`src/rtl/assert_macros.svh`:
```
// Assertion macros included by the top-level RTL file.
`ifndef ASSERT_MACROS_SVH
`define ASSERT_MACROS_SVH
`ifndef SYNTH
// Property that must hold at every rising edge outside reset.
`define SKCD_ASSERT(lbl, clk_s, rst_s, prop, msg) \
  lbl: assert property (@(posedge clk_s) disable iff (!rst_s) prop) else $error(msg);
// Condition that implies another in the same cycle.
`define SKCD_IMPLIES(lbl, clk_s, rst_s, cond, conseq, msg) \
  lbl: assert property (@(posedge clk_s) disable iff (!rst_s) (cond) |-> (conseq)) \
    else $error(msg);
`else
`define SKCD_ASSERT(lbl, clk_s, rst_s, prop, msg)
`define SKCD_IMPLIES(lbl, clk_s, rst_s, cond, conseq, msg)
`endif
`endif

```
`src/rtl/skcd_pkg.sv`:
```
`default_nettype none
package skcd_pkg;

  // Default table size and configuration reset values.
  localparam int CAPACITY_DEF = 2048;
  localparam logic [11:0] BAL_THR_RST   = 12'd484;
  localparam logic [31:0] INTERVAL_RST  = 32'd484;
  localparam logic [11:0] SWEEP_MIN_RST = 12'd1024;

  // Command codes of the input item.
  localparam logic [1:0] CMD_ACCESS   = 2'd0;
  localparam logic [1:0] CMD_FREE     = 2'd1;
  localparam logic [1:0] CMD_FREE_ALL = 2'd2;

  // Configuration register indexes.
  localparam logic [1:0] CFG_BAL_THR   = 2'd0;
  localparam logic [1:0] CFG_INTERVAL  = 2'd1;
  localparam logic [1:0] CFG_SWEEP_MIN = 2'd2;

  typedef enum logic [1:0] {
    K_ACCESS, K_FREE, K_FREE_ALL, K_INVALID
  } kind_t;

  typedef enum logic [2:0] {
    ST_HIT, ST_MISMATCH, ST_INSERTED, ST_LOAD_FAIL,
    ST_FULL, ST_FREED, ST_NOT_FOUND, ST_INVALID
  } status_t;

  typedef enum logic [3:0] {
    S_IDLE, S_SRCH, S_SCMP, S_PCHK, S_DEL_RD, S_DEL_WR, S_INS_RD, S_INS_WR,
    S_BAL, S_SW_RD, S_SW_WR, S_DONE
  } bk_state_t;

  // One classified item as it waits in the queue.
  typedef struct packed {
    kind_t       kind;
    logic [31:0] key;
    logic [7:0]  etype;
    logic        load_ok;
  } q_item_t;

  // Queue head as seen by the back part.
  typedef struct packed {
    logic    valid;
    q_item_t item;
  } q_head_t;

  // One table entry as stored in the memory.
  typedef struct packed {
    logic        refb;
    logic [7:0]  etype;
    logic [31:0] key;
  } entry_t;

  typedef struct packed {
    logic [11:0] bal_thr;
    logic [31:0] interval;
    logic [11:0] sweep_min;
  } cfg_t;

endpackage
`default_nettype wire

```
`src/rtl/skcd_front.sv`:
```
`default_nettype none
module skcd_front (
  input  wire                clk,
  input  wire                rst_n,
  input  wire                in_valid_i,
  output logic               in_ready_o,
  input  wire  [1:0]         command_i,
  input  wire  [31:0]        key_i,
  input  wire  [7:0]         etype_i,
  input  wire                load_ok_i,
  output skcd_pkg::q_head_t  head_o,
  input  wire                pop_i
);
  import skcd_pkg::*;

  q_item_t    slot_r [2];
  logic       wr_ptr_r, wr_ptr_nxt;
  logic       rd_ptr_r, rd_ptr_nxt;
  logic [1:0] cnt_r, cnt_nxt;
  q_item_t    cls;
  logic       push;

  // Classify the command so that the back part needs no decoding.
  always_comb begin
    cls.key     = key_i;
    cls.etype   = etype_i;
    cls.load_ok = load_ok_i;
    case (command_i)
      CMD_FREE_ALL: cls.kind = K_FREE_ALL;
      CMD_ACCESS:   cls.kind = (key_i == 32'd0) ? K_INVALID : K_ACCESS;
      CMD_FREE:     cls.kind = (key_i == 32'd0) ? K_INVALID : K_FREE;
      default:      cls.kind = K_INVALID;
    endcase
  end

  assign in_ready_o = (cnt_r != 2'd2);
  assign push       = in_valid_i && in_ready_o;

  // Two-entry queue pointers and fill count.
  always_comb begin
    wr_ptr_nxt = push ? ~wr_ptr_r : wr_ptr_r;
    rd_ptr_nxt = pop_i ? ~rd_ptr_r : rd_ptr_r;
    cnt_nxt    = cnt_r + {1'b0, push} - {1'b0, pop_i};
  end

  always_ff @(posedge clk) begin
    if (!rst_n) begin
      wr_ptr_r <= 1'b0;
      rd_ptr_r <= 1'b0;
      cnt_r    <= 2'd0;
    end else begin
      wr_ptr_r <= wr_ptr_nxt;
      rd_ptr_r <= rd_ptr_nxt;
      cnt_r    <= cnt_nxt;
    end
  end

  always_ff @(posedge clk) begin
    if (push) begin
      slot_r[wr_ptr_r] <= cls;
    end
  end

  assign head_o.valid = (cnt_r != 2'd0);
  assign head_o.item  = slot_r[rd_ptr_r];

endmodule
`default_nettype wire

```
`config.mk`:
```
export PLATFORM = sky130hd
export DESIGN_NAME = skcd_front
export DESIGN_NICKNAME = d
export VERILOG_FILES = /design/src/rtl/assert_macros.svh /design/src/rtl/skcd_pkg.sv /design/src/rtl/skcd_front.sv
export SDC_FILE = /design/constraint.sdc
export NUM_CORES = 1
export LEC_CHECK = 0
export ABC_AREA = 1
export ABC_CLOCK_PERIOD_IN_PS = 4300
export BUFFER_PORTS_ARGS = -buffer_cell sky130_fd_sc_hd__buf_4
export CORE_UTILIZATION = 50
export DETAILED_ROUTE_END_ITERATION = 7
export PLACE_DENSITY = 0.81
export SLEW_MARGIN = 15
export SYNTH_ARGS = -nofsm -noshare
export SYNTH_HDL_FRONTEND = slang
export SYNTH_SLANG_ARGS = --single-unit
```
`constraint.sdc`:
```
create_clock -name clk -period 4.3 [get_ports clk]
set_clock_uncertainty 0.2 [all_clocks]
set_input_delay 0.43 -clock clk [delete_from_list [all_inputs] [get_ports clk]]
set_output_delay 0.43 -clock clk [all_outputs]
set_load 0.005 [all_outputs]
```
==> flow_summary_export.csv, run 1 <==
group,metric,value,unit
global_route,grt_max_degree,28,
power_and_ir_drop,sw_frac_of_total,21.5,%
route,first_iter_violations,86,
floorplanning,rows,30,
place,place_ws,1850,ps
place,globalplace.congestion,0.671,
clock_tree,clk_pin_slew,80,ps
layout,area_delta_synth_final,25.9,%
synth,yosys_warnings,0,
sta,max_slew.worst_pin.slew,859,ps
synth,synth_nets,246,
route,drtPass1Iterations,4,
power_and_ir_drop,p_comb_share,16.7,%
job,max-cap-violations,0,
floorplanning,io_pins,92,
floorplanning,start_util,52.7,%
sta,fmax,359,MHz
critical_path,worstPathCellList,"buf_4, mux2_4, buf_4",
clock_tree,clk-insertion-delay-late,340,ps
global_route,grt_pass1_vias,1858,
route,drt-vias-per-instance,4.77,
clock_tree,clock_path_buffers,2,
sta,fin_crit,2790,ps
floorplanning,die_area,0.00767,mm^2
synth,synth_cell_types,15,
global_route,grt.total_usage,16.6,%
floorplanning,die_h,87.6,um
global_route,grt_antenna_before_repair,0,
place,placed_area,0.00441,mm^2
synth,ys_ff_latch,91,
power_and_ir_drop,pwr-share-clk,28.8,%
critical_path,worstSetupStartpointType,"flop",
layout,n_antenna_cell,0,
global_route,grt_pass1_wl,9.09,mm
sta,timing.final.crit_share,64.8,%
synth,synth_cells,197,
layout,drive_above_1_share,51.0,%
clock_tree,cts_buffers,9,
synth,synth-seq-area-share,73.2,%
sta,rsz0062_at_grt,"false",
power_and_ir_drop,power_frac_seq,54.5,%
outcome,status,"finished clean",
min_path,worstHoldPathType,"in2reg",
clock_tree,cts_root_buf,"clkbuf_8",
route,wl,6.01,mm
clock_tree,cts_tree,"built",
place,dpl.hpwl,4.15,mm
synth,syn-mean-instance-area,18.6,um^2
critical_path,cp_slowest_cell,"dfxtp_2",
floorplanning,core,0.00694,mm^2
route,wl_per_cell,15.2,um
sta,setup_viol,0,
critical_path,end_kind,"primary output",
power_and_ir_drop,internal-power,1590,uW
power_and_ir_drop,cellLeakagePower,0.00183,uW
sta,hold_viol_final,0,
sta,final.setup.tns,0,ps
clock_tree,clock_sinks,91,
critical_path,crit_required,3670,ps
critical_path,cp.arrival,2160,ps
power_and_ir_drop,p_per_area,440,mW/mm^2
critical_path,reg2reg_setup_slack,2120,ps
sta,finalMaxSlewViolations,0,
route,ant_nets,0,
critical_path,cpMostUsedCell,"buf_4",
global_route,overflow,0,
route,num_vias,1888,
synth,syn_area,0.00366,mm^2
floorplanning,fp.dieW,87.6,um
sta,slew_headroom,42.7,%
route,drc,0,
critical_path,critical_path.max_fanout,27,
clock_tree,ctsHtreeMaxLevel,3,
critical_path,crit_type,"reg2out",
place,port_buffers,91,
critical_path,critical-path-max-stage-delay,900,ps
power_and_ir_drop,power_switching,436,uW
clock_tree,cts_hold_buf,0,
layout,design_area,0.00461,mm^2
sta,fin_ws,1510,ps
clock_tree,cts_setup_buffers,0,
clock_tree,post_cts_resized,0,
layout,final_nets,346,
power_and_ir_drop,irDropWorstVdd,0.000225,V
-- flip-flops by register name, summed over array words and instances, names as in the netlist, named ones only --
register and cells:
slot_r 86, cnt_r 2, rd_ptr_r 1, wr_ptr_r 1
-- routing by layer --
layer / wire length (um) / share of wire, % / vias to the layer above / global-route usage [%]
met2: 3140 / 52 / 57 / 27.8
met1: 2410 / 40 / 906 / 19.9
li1: - / - / 917 / -
met4: 77 / 1.3 / 0 / 6.26
met5: 0 / 0 / - / 0
met3: 381 / 6.3 / 8 / 5.94
-- Yosys cell counts (all sizes together) --
library cell  number  area share (%)
xnor2              2            0.48
nor2              25             2.6
o21ai              2            0.27
a21oi              2            0.27
inv                8            0.82
edfxtp            86              71
buf                5             2.5
nor3               1            0.14
mux2              43              17
or2                1            0.17
ha                 2            0.68
dfxtp              5             2.7
nand2             15             1.5
-- logic make-up (layout without fill, tap and decap cells) --
group	Yosys count	after routing	share of synthesized area (%)
AND/OR/NAND/NOR	42	42	4.41
XOR/XNOR	2	2	0.478
multiplexers	43	43	17.3
flip-flops	91	91	73.2
AO/OA/AOI/OAI	4	4	0.547
adder cells (fa/ha/maj)	2	2	0.683
buffers and inverters	13	116	3.31
-- critical path: cells and delay by family (launching register included) --
family                 cells  cell delay [ps]
DFF                        1              900
muxes                      1              340
buffers and inverters      2              580
-- through the flow --
stage / instances / utilization, % / hold slack, ps / total power, uW
3_5_place_dp: 382 / 63.5 / 329 / 1470
6_report: 396 / 66.4 / 69.1 / 2030
5_1_grt: 396 / 66.4 / 45.3 / 2120
2_1_floorplan: 197 / - / 280 / 1310
3_3_place_gp: 382 / 63.5 / 295 / 1460
4_1_cts: 396 / 66.4 / 56.2 / 2050
-- power groups by stage --
stage / clock network (uW) / logic [uW] / registers [uW]
after floorplan: 0 / 201 / 1110
after global placement: 0 / 339 / 1120
after detailed placement: 0 / 344 / 1130
after CTS: 598 / 345 / 1110
after global routing: 635 / 369 / 1110
final: 585 / 339 / 1110
-- worst paths after layout --
check,startpoint,to,cells past startpoint
setup / recovery,flop,head_o[37],3
hold / removal,etype_i[0],slot_r[1][1],1
setup reg to reg,cnt_r[0],slot_r[1][21],5
hold reg to reg,rd_ptr_r,flop,2
-- cell usage in the layout, fill, tap and decap left out, types with 2 or more instances in the layout --
| cell | instances |
|---|---|
| dfxtp_1 | 4 |
| xnor2_1 | 2 |
| mux2_4 | 40 |
| edfxtp_1 | 86 |
| mux2_2 | 3 |
| bufinv_16 | 2 |
| buf_4 | 94 |
| inv_1 | 8 |
| nor2_1 | 23 |
| o21ai_0 | 2 |
| nand2_1 | 15 |
| nor2_4 | 2 |
| ha_1 | 2 |
| clkbuf_8 | 9 |
| a21oi_1 | 2 |
| clkbuf_1 | 2 |
-- layout make-up --
cell class	count	area (um^2)
clock buffers	11	131
clock inverters	3	65.1
fillers	496	2330
inverters	8	30.0
multi-input cells	93	873
flip-flops and latches	91	2680
well taps	96	120
repair buffers	94	706
(Power assumes the default switching activity.)
==> run 2, diff against run 1 <==
ABC_CLOCK_PERIOD_IN_PS = 2900   (was 4300)
clock period = 2.9 ns   (was 4.3 ns; I/O delays follow)
==> flow_summary_export.csv, run 2 (synthesized netlist as in run 1, its figures left out) <==
group,metric,value,unit
job,max-cap-violations,0,
clock_tree,cts_tree,"built",
sta,max_slew.worst_pin.slew,580,ps
global_route,grt_max_degree,44,
floorplanning,fp.dieW,87.6,um
critical_path,critical_path.max_fanout,43,
layout,layout.cells.most_common,"buf_4",
layout,largest_reg_flops,86,
power_and_ir_drop,internal-power,2410,uW
critical_path,cp.arrival,1520,ps
route,drc,0,
layout,n_antenna_cell,0,
floorplanning,core,0.00694,mm^2
layout,area_delta_synth_final,38.7,%
sta,fin_crit,2010,ps
critical_path,crit_required,2410,ps
power_and_ir_drop,power_switching,691,uW
critical_path,critical-path-max-stage-delay,380,ps
place,port_buffers,91,
power_and_ir_drop,power_frac_seq,52.2,%
route,wl_per_cell,15.0,um
global_route,grt_pass1_vias,2118,
layout,post-route-util,73.1,%
global_route,overflow,0,
critical_path,end_kind,"primary output",
clock_tree,cts_buffers,9,
sta,final.setup.tns,0,ps
layout,instances_no_fill,442,
sta,finalMaxSlewViolations,0,
sta,whs,27.7,ps
sta,timing.final.crit_share,69.4,%
layout,reg_top3,"slot_r (86), cnt_r (2)",
route,first_iter_violations,133,
place,globalplace.congestion,0.718,
clock_tree,cts_root_buf,"clkbuf_8",
clock_tree,ctsHtreeMaxLevel,3,
power_and_ir_drop,pwr-share-clk,29.2,%
route,drtPass1Iterations,4,
layout,final_cell_mix,"buf_4, edfxtp_1, dlygate4sd3_1",
global_route,grt.total_usage,18.1,%
critical_path,crit_type,"reg2out",
sta,slew_headroom,61.3,%
critical_path,worstPathCellList,"buf_12, mux2_2, buf_4",
layout,final_nets,390,
power_and_ir_drop,cellLeakagePower,0.00202,uW
power_and_ir_drop,p_per_area,611,mW/mm^2
global_route,grt_pass1_wl,9.92,mm
power_and_ir_drop,irDropWorstVdd,0.000460,V
clock_tree,clock_path_buffers,2,
global_route,grt_antenna_before_repair,0,
route,num_vias,2058,
layout,top_register,"slot_r",
clock_tree,clk_pin_slew,80,ps
critical_path,worstSetupStartpointType,"flop",
route,drt-vias-per-instance,4.66,
route,wl,6.63,mm
floorplanning,start_util,52.7,%
critical_path,cp_slowest_cell,"mux2_2",
outcome,status,"finished clean",
power_and_ir_drop,p_comb_share,18.6,%
layout,drive_above_1_share,45.1,%
route,ant_nets,0,
floorplanning,die_h,87.6,um
floorplanning,rows,30,
floorplanning,die_area,0.00767,mm^2
place,placed_cells,383,
clock_tree,clk-insertion-delay-late,340,ps
floorplanning,io_pins,92,
clock_tree,clock_sinks,91,
power_and_ir_drop,sw_frac_of_total,22.3,%
sta,fmax,497,MHz
place,dpl.hpwl,4.02,mm
min_path,worstHoldPathType,"in2reg",
sta,setup_viol,0,
sta,hold_viol_final,0,
sta,rsz0062_at_grt,"false",
## run 2: cell count changes in the layout (fill, tap and decap cells not counted), sizes merged
cell,previous run,this run
clkinvlp,0,2
clkinv,1,2
dlygate4sd3,0,43
clkbuf,11,9
buf,94,95
inv,8,9
## run 2: cell type report
type	instances	area (um^2)
multi-input combinational	93	873
fill	448	1870
clock buffer	9	124
timing repair buffer	138	1160
inverter	8	30.0
clock inverter	7	91.3
sequential	91	2680
tap	96	120
## run 2: final timing paths
path,startpoint,endpoint,slack (ps),cells after the start
setup / recovery,flop,head_o[42],890,3
hold / removal,command_i[0],slot_r[1][41],30,3
hold reg to reg,rd_ptr_r,rd_ptr_r,330,2
setup reg to reg,cnt_r[0],slot_r[0][37],1070,5
## run 2: power by group through the flow
| stage | combinational, uW | clock [uW] | sequential [uW] |
|---|---|---|---|
| 2_1_floorplan | 299 | 0 | 1640 |
| 3_3_place_gp | 525 | 0 | 1640 |
| 3_5_place_dp | 534 | 0 | 1650 |
| 4_1_cts | 583 | 930 | 1620 |
| 5_1_grt | 624 | 981 | 1630 |
| 6_report | 578 | 905 | 1620 |
## run 2: layer usage
| layer | track usage [%] | wire [um] |
|---|---|---|
| met3 | 4.15 | 284 |
| met4 | 10.3 | 155 |
| met5 | 0 | 0 |
| met2 | 32.0 | 3520 |
| met1 | 20.3 | 2660 |
## run 2: metrics by stage
stage | power [uW] | setup slack, ps | cell area, um^2
final | 3100 | 886 | 5080
after global routing | 3240 | 825 | 5080
after CTS | 3130 | 861 | 5080
after detailed placement | 2190 | 1060 | 4430
after global placement | 2170 | 1120 | 4430
after floorplan | 1940 | 571 | 3670
## run 2: critical path, delay by kind of cell (launching register included)
kind,cells,cell delay [ps]
buf+inv,2,430
flops,1,350
mux,1,380
## run 2: what timing repair did
action / CTS / global route
setup buffers: 0 / 0
resized for setup: 0 / 0
hold endpoints to repair: 85 / 0
endpoints found under the setup margin: 0 / 0
hold buffers: 43 / 0
==> run 3, diff against run 2 <==
ABC_CLOCK_PERIOD_IN_PS = 2000   (was 2900)
clock period = 2 ns   (was 2.9 ns; I/O delays follow)
==> flow_summary_export.csv, run 3 (synthesized netlist as in run 1, its figures left out) <==
group,metric,value,unit
layout,n_antenna_cell,0,
floorplanning,core,0.00694,mm^2
critical_path,worstPathBufferInverterCount,2,
sta,fin_crit,1890,ps
layout,design_area,0.00513,mm^2
sta,fmax,529,MHz
clock_tree,clk_pin_slew,80,ps
critical_path,cp_top_family,"flip-flops",
clock_tree,clock_path_buffers,2,
route,wl,6.39,mm
global_route,grt.total_usage,17.4,%
sta,timing.final.crit_share,94.5,%
sta,fin_ws,110,ps
sta,setup_viol,0,
clock_tree,cts_setup_buffers,0,
sta,rsz0062_at_grt,"false",
clock_tree,clk-insertion-delay-late,330,ps
clock_tree,cts_root_buf,"clkbuf_8",
place,dpl.hpwl,4.05,mm
place,placed_area,0.00447,mm^2
layout,top_register,"slot_r",
sta,hold_viol_final,0,
critical_path,cp.arrival,1490,ps
global_route,overflow,0,
global_route,grt_antenna_before_repair,0,
clock_tree,cts_buffers,9,
clock_tree,clock_sinks,91,
layout,largest_reg_flops,86,
route,ant_nets,0,
place,port_buffers,91,
global_route,grt_max_degree,37,
sta,max_slew.worst_pin.slew,327,ps
critical_path,reg2reg_setup_slack,170,ps
route,num_vias,2105,
layout,post-route-util,73.9,%
floorplanning,io_pins,92,
critical_path,worstReg2RegStart,"cnt_r[0]",
power_and_ir_drop,p_per_area,857,mW/mm^2
clock_tree,cts_tree,"built",
power_and_ir_drop,irDropWorstVdd,0.000653,V
power_and_ir_drop,cellLeakagePower,0.00205,uW
critical_path,critical_path.max_fanout,17,
critical_path,crit_type,"reg2out",
critical_path,worstSetupStartpointType,"flop",
global_route,grt_pass1_vias,2105,
layout,area_delta_synth_final,40.1,%
floorplanning,fp.dieW,87.6,um
route,drc,0,
critical_path,critical-path-max-stage-delay,460,ps
critical_path,end_kind,"primary output",
layout,drive_above_1_share,45.3,%
critical_path,cp_slowest_cell,"dfxtp_4",
route,drt-vias-per-instance,4.71,
floorplanning,rows,30,
critical_path,worstPathCellList,"buf_12, mux2_2, buf_4",
place,globalplace.congestion,0.744,
global_route,grt_pass1_wl,9.61,mm
layout,final_cell_mix,"buf_4, edfxtp_1, dlygate4sd3_1",
route,drtPass1Iterations,6,
route,first_iter_violations,70,
sta,finalMaxSlewViolations,0,
floorplanning,die_h,87.6,um
min_path,min_from,"rd_ptr_r",
place,place_ws,130,ps
clock_tree,ctsHtreeMaxLevel,3,
floorplanning,start_util,52.7,%
layout,layout.cells.most_common,"buf_4",
layout,reg_top3,"slot_r (86), cnt_r (2)",
min_path,worstHoldPathType,"reg2reg",
route,wl_per_cell,14.3,um
sta,slew_headroom,78.2,%
job,max-cap-violations,0,
layout,final_nets,395,
critical_path,crit_required,1600,ps
outcome,status,"finished clean",
floorplanning,die_area,0.00767,mm^2
run 3: through the flow:
stage	hold WS, ps	cells	setup TNS (ps)	total power [uW]
after global placement	185	385	0	3160
after CTS	317	447	0	4430
after detailed placement	187	385	0	3190
after floorplan	93.5	197	-27600	2810
after global routing	363	447	0	4580
final	313	447	0	4400
run 3: final cells by class:
| cell class | instances | area, um^2 |
|---|---|---|
| Timing Repair Buffer | 143 | 1230 |
| Clock buffer | 9 | 124 |
| Clock inverter | 7 | 67.6 |
| Sequential cell | 91 | 2690 |
| Multi-Input combinational cell | 93 | 876 |
| Fill cell | 431 | 1810 |
| Tap cell | 96 | 120 |
| Inverter | 8 | 30.0 |
run 3: worst paths after layout:
check                    end  cells past startpoint
setup / recovery  head_o[42]                      3
hold / removal          flop                      2
setup reg to reg    cnt_r[1]                      9
hold reg to reg         flop                      2
run 3: power by group:
part	internal [uW]	leakage (uW)	switching [uW]
clock network	574	0.0000947	616
logic	522	0.00111	330
registers	2300	0.000843	58.5
total	3390	0.00205	1000
run 3: layer usage:
metal  wire (um)  vias to the layer above  track usage (%)
met5           0                        -                0
met4         124                        0             8.05
met3         282                       11             4.90
met2        3430                       64             30.8
met1        2550                     1012             19.5
li1            -                     1018                -
run 3: repair_timing:
item,CTS,global route
endpoints found under the hold margin,91,0
gates resized for setup,1,1
hold buffers,46,0
endpoints found under the setup margin,1,1
run 3: worst register-to-register path, delay by kind of cell (launching register included):
family                     cells  cell delay [ps]
and+or+nand+nor                2              210
DFF                            1              360
buffers and inverters          2               90
xor gates and xnor gates       1              140
adders and majority gates      2              480
AOI/OAI and AO/OA              2              240
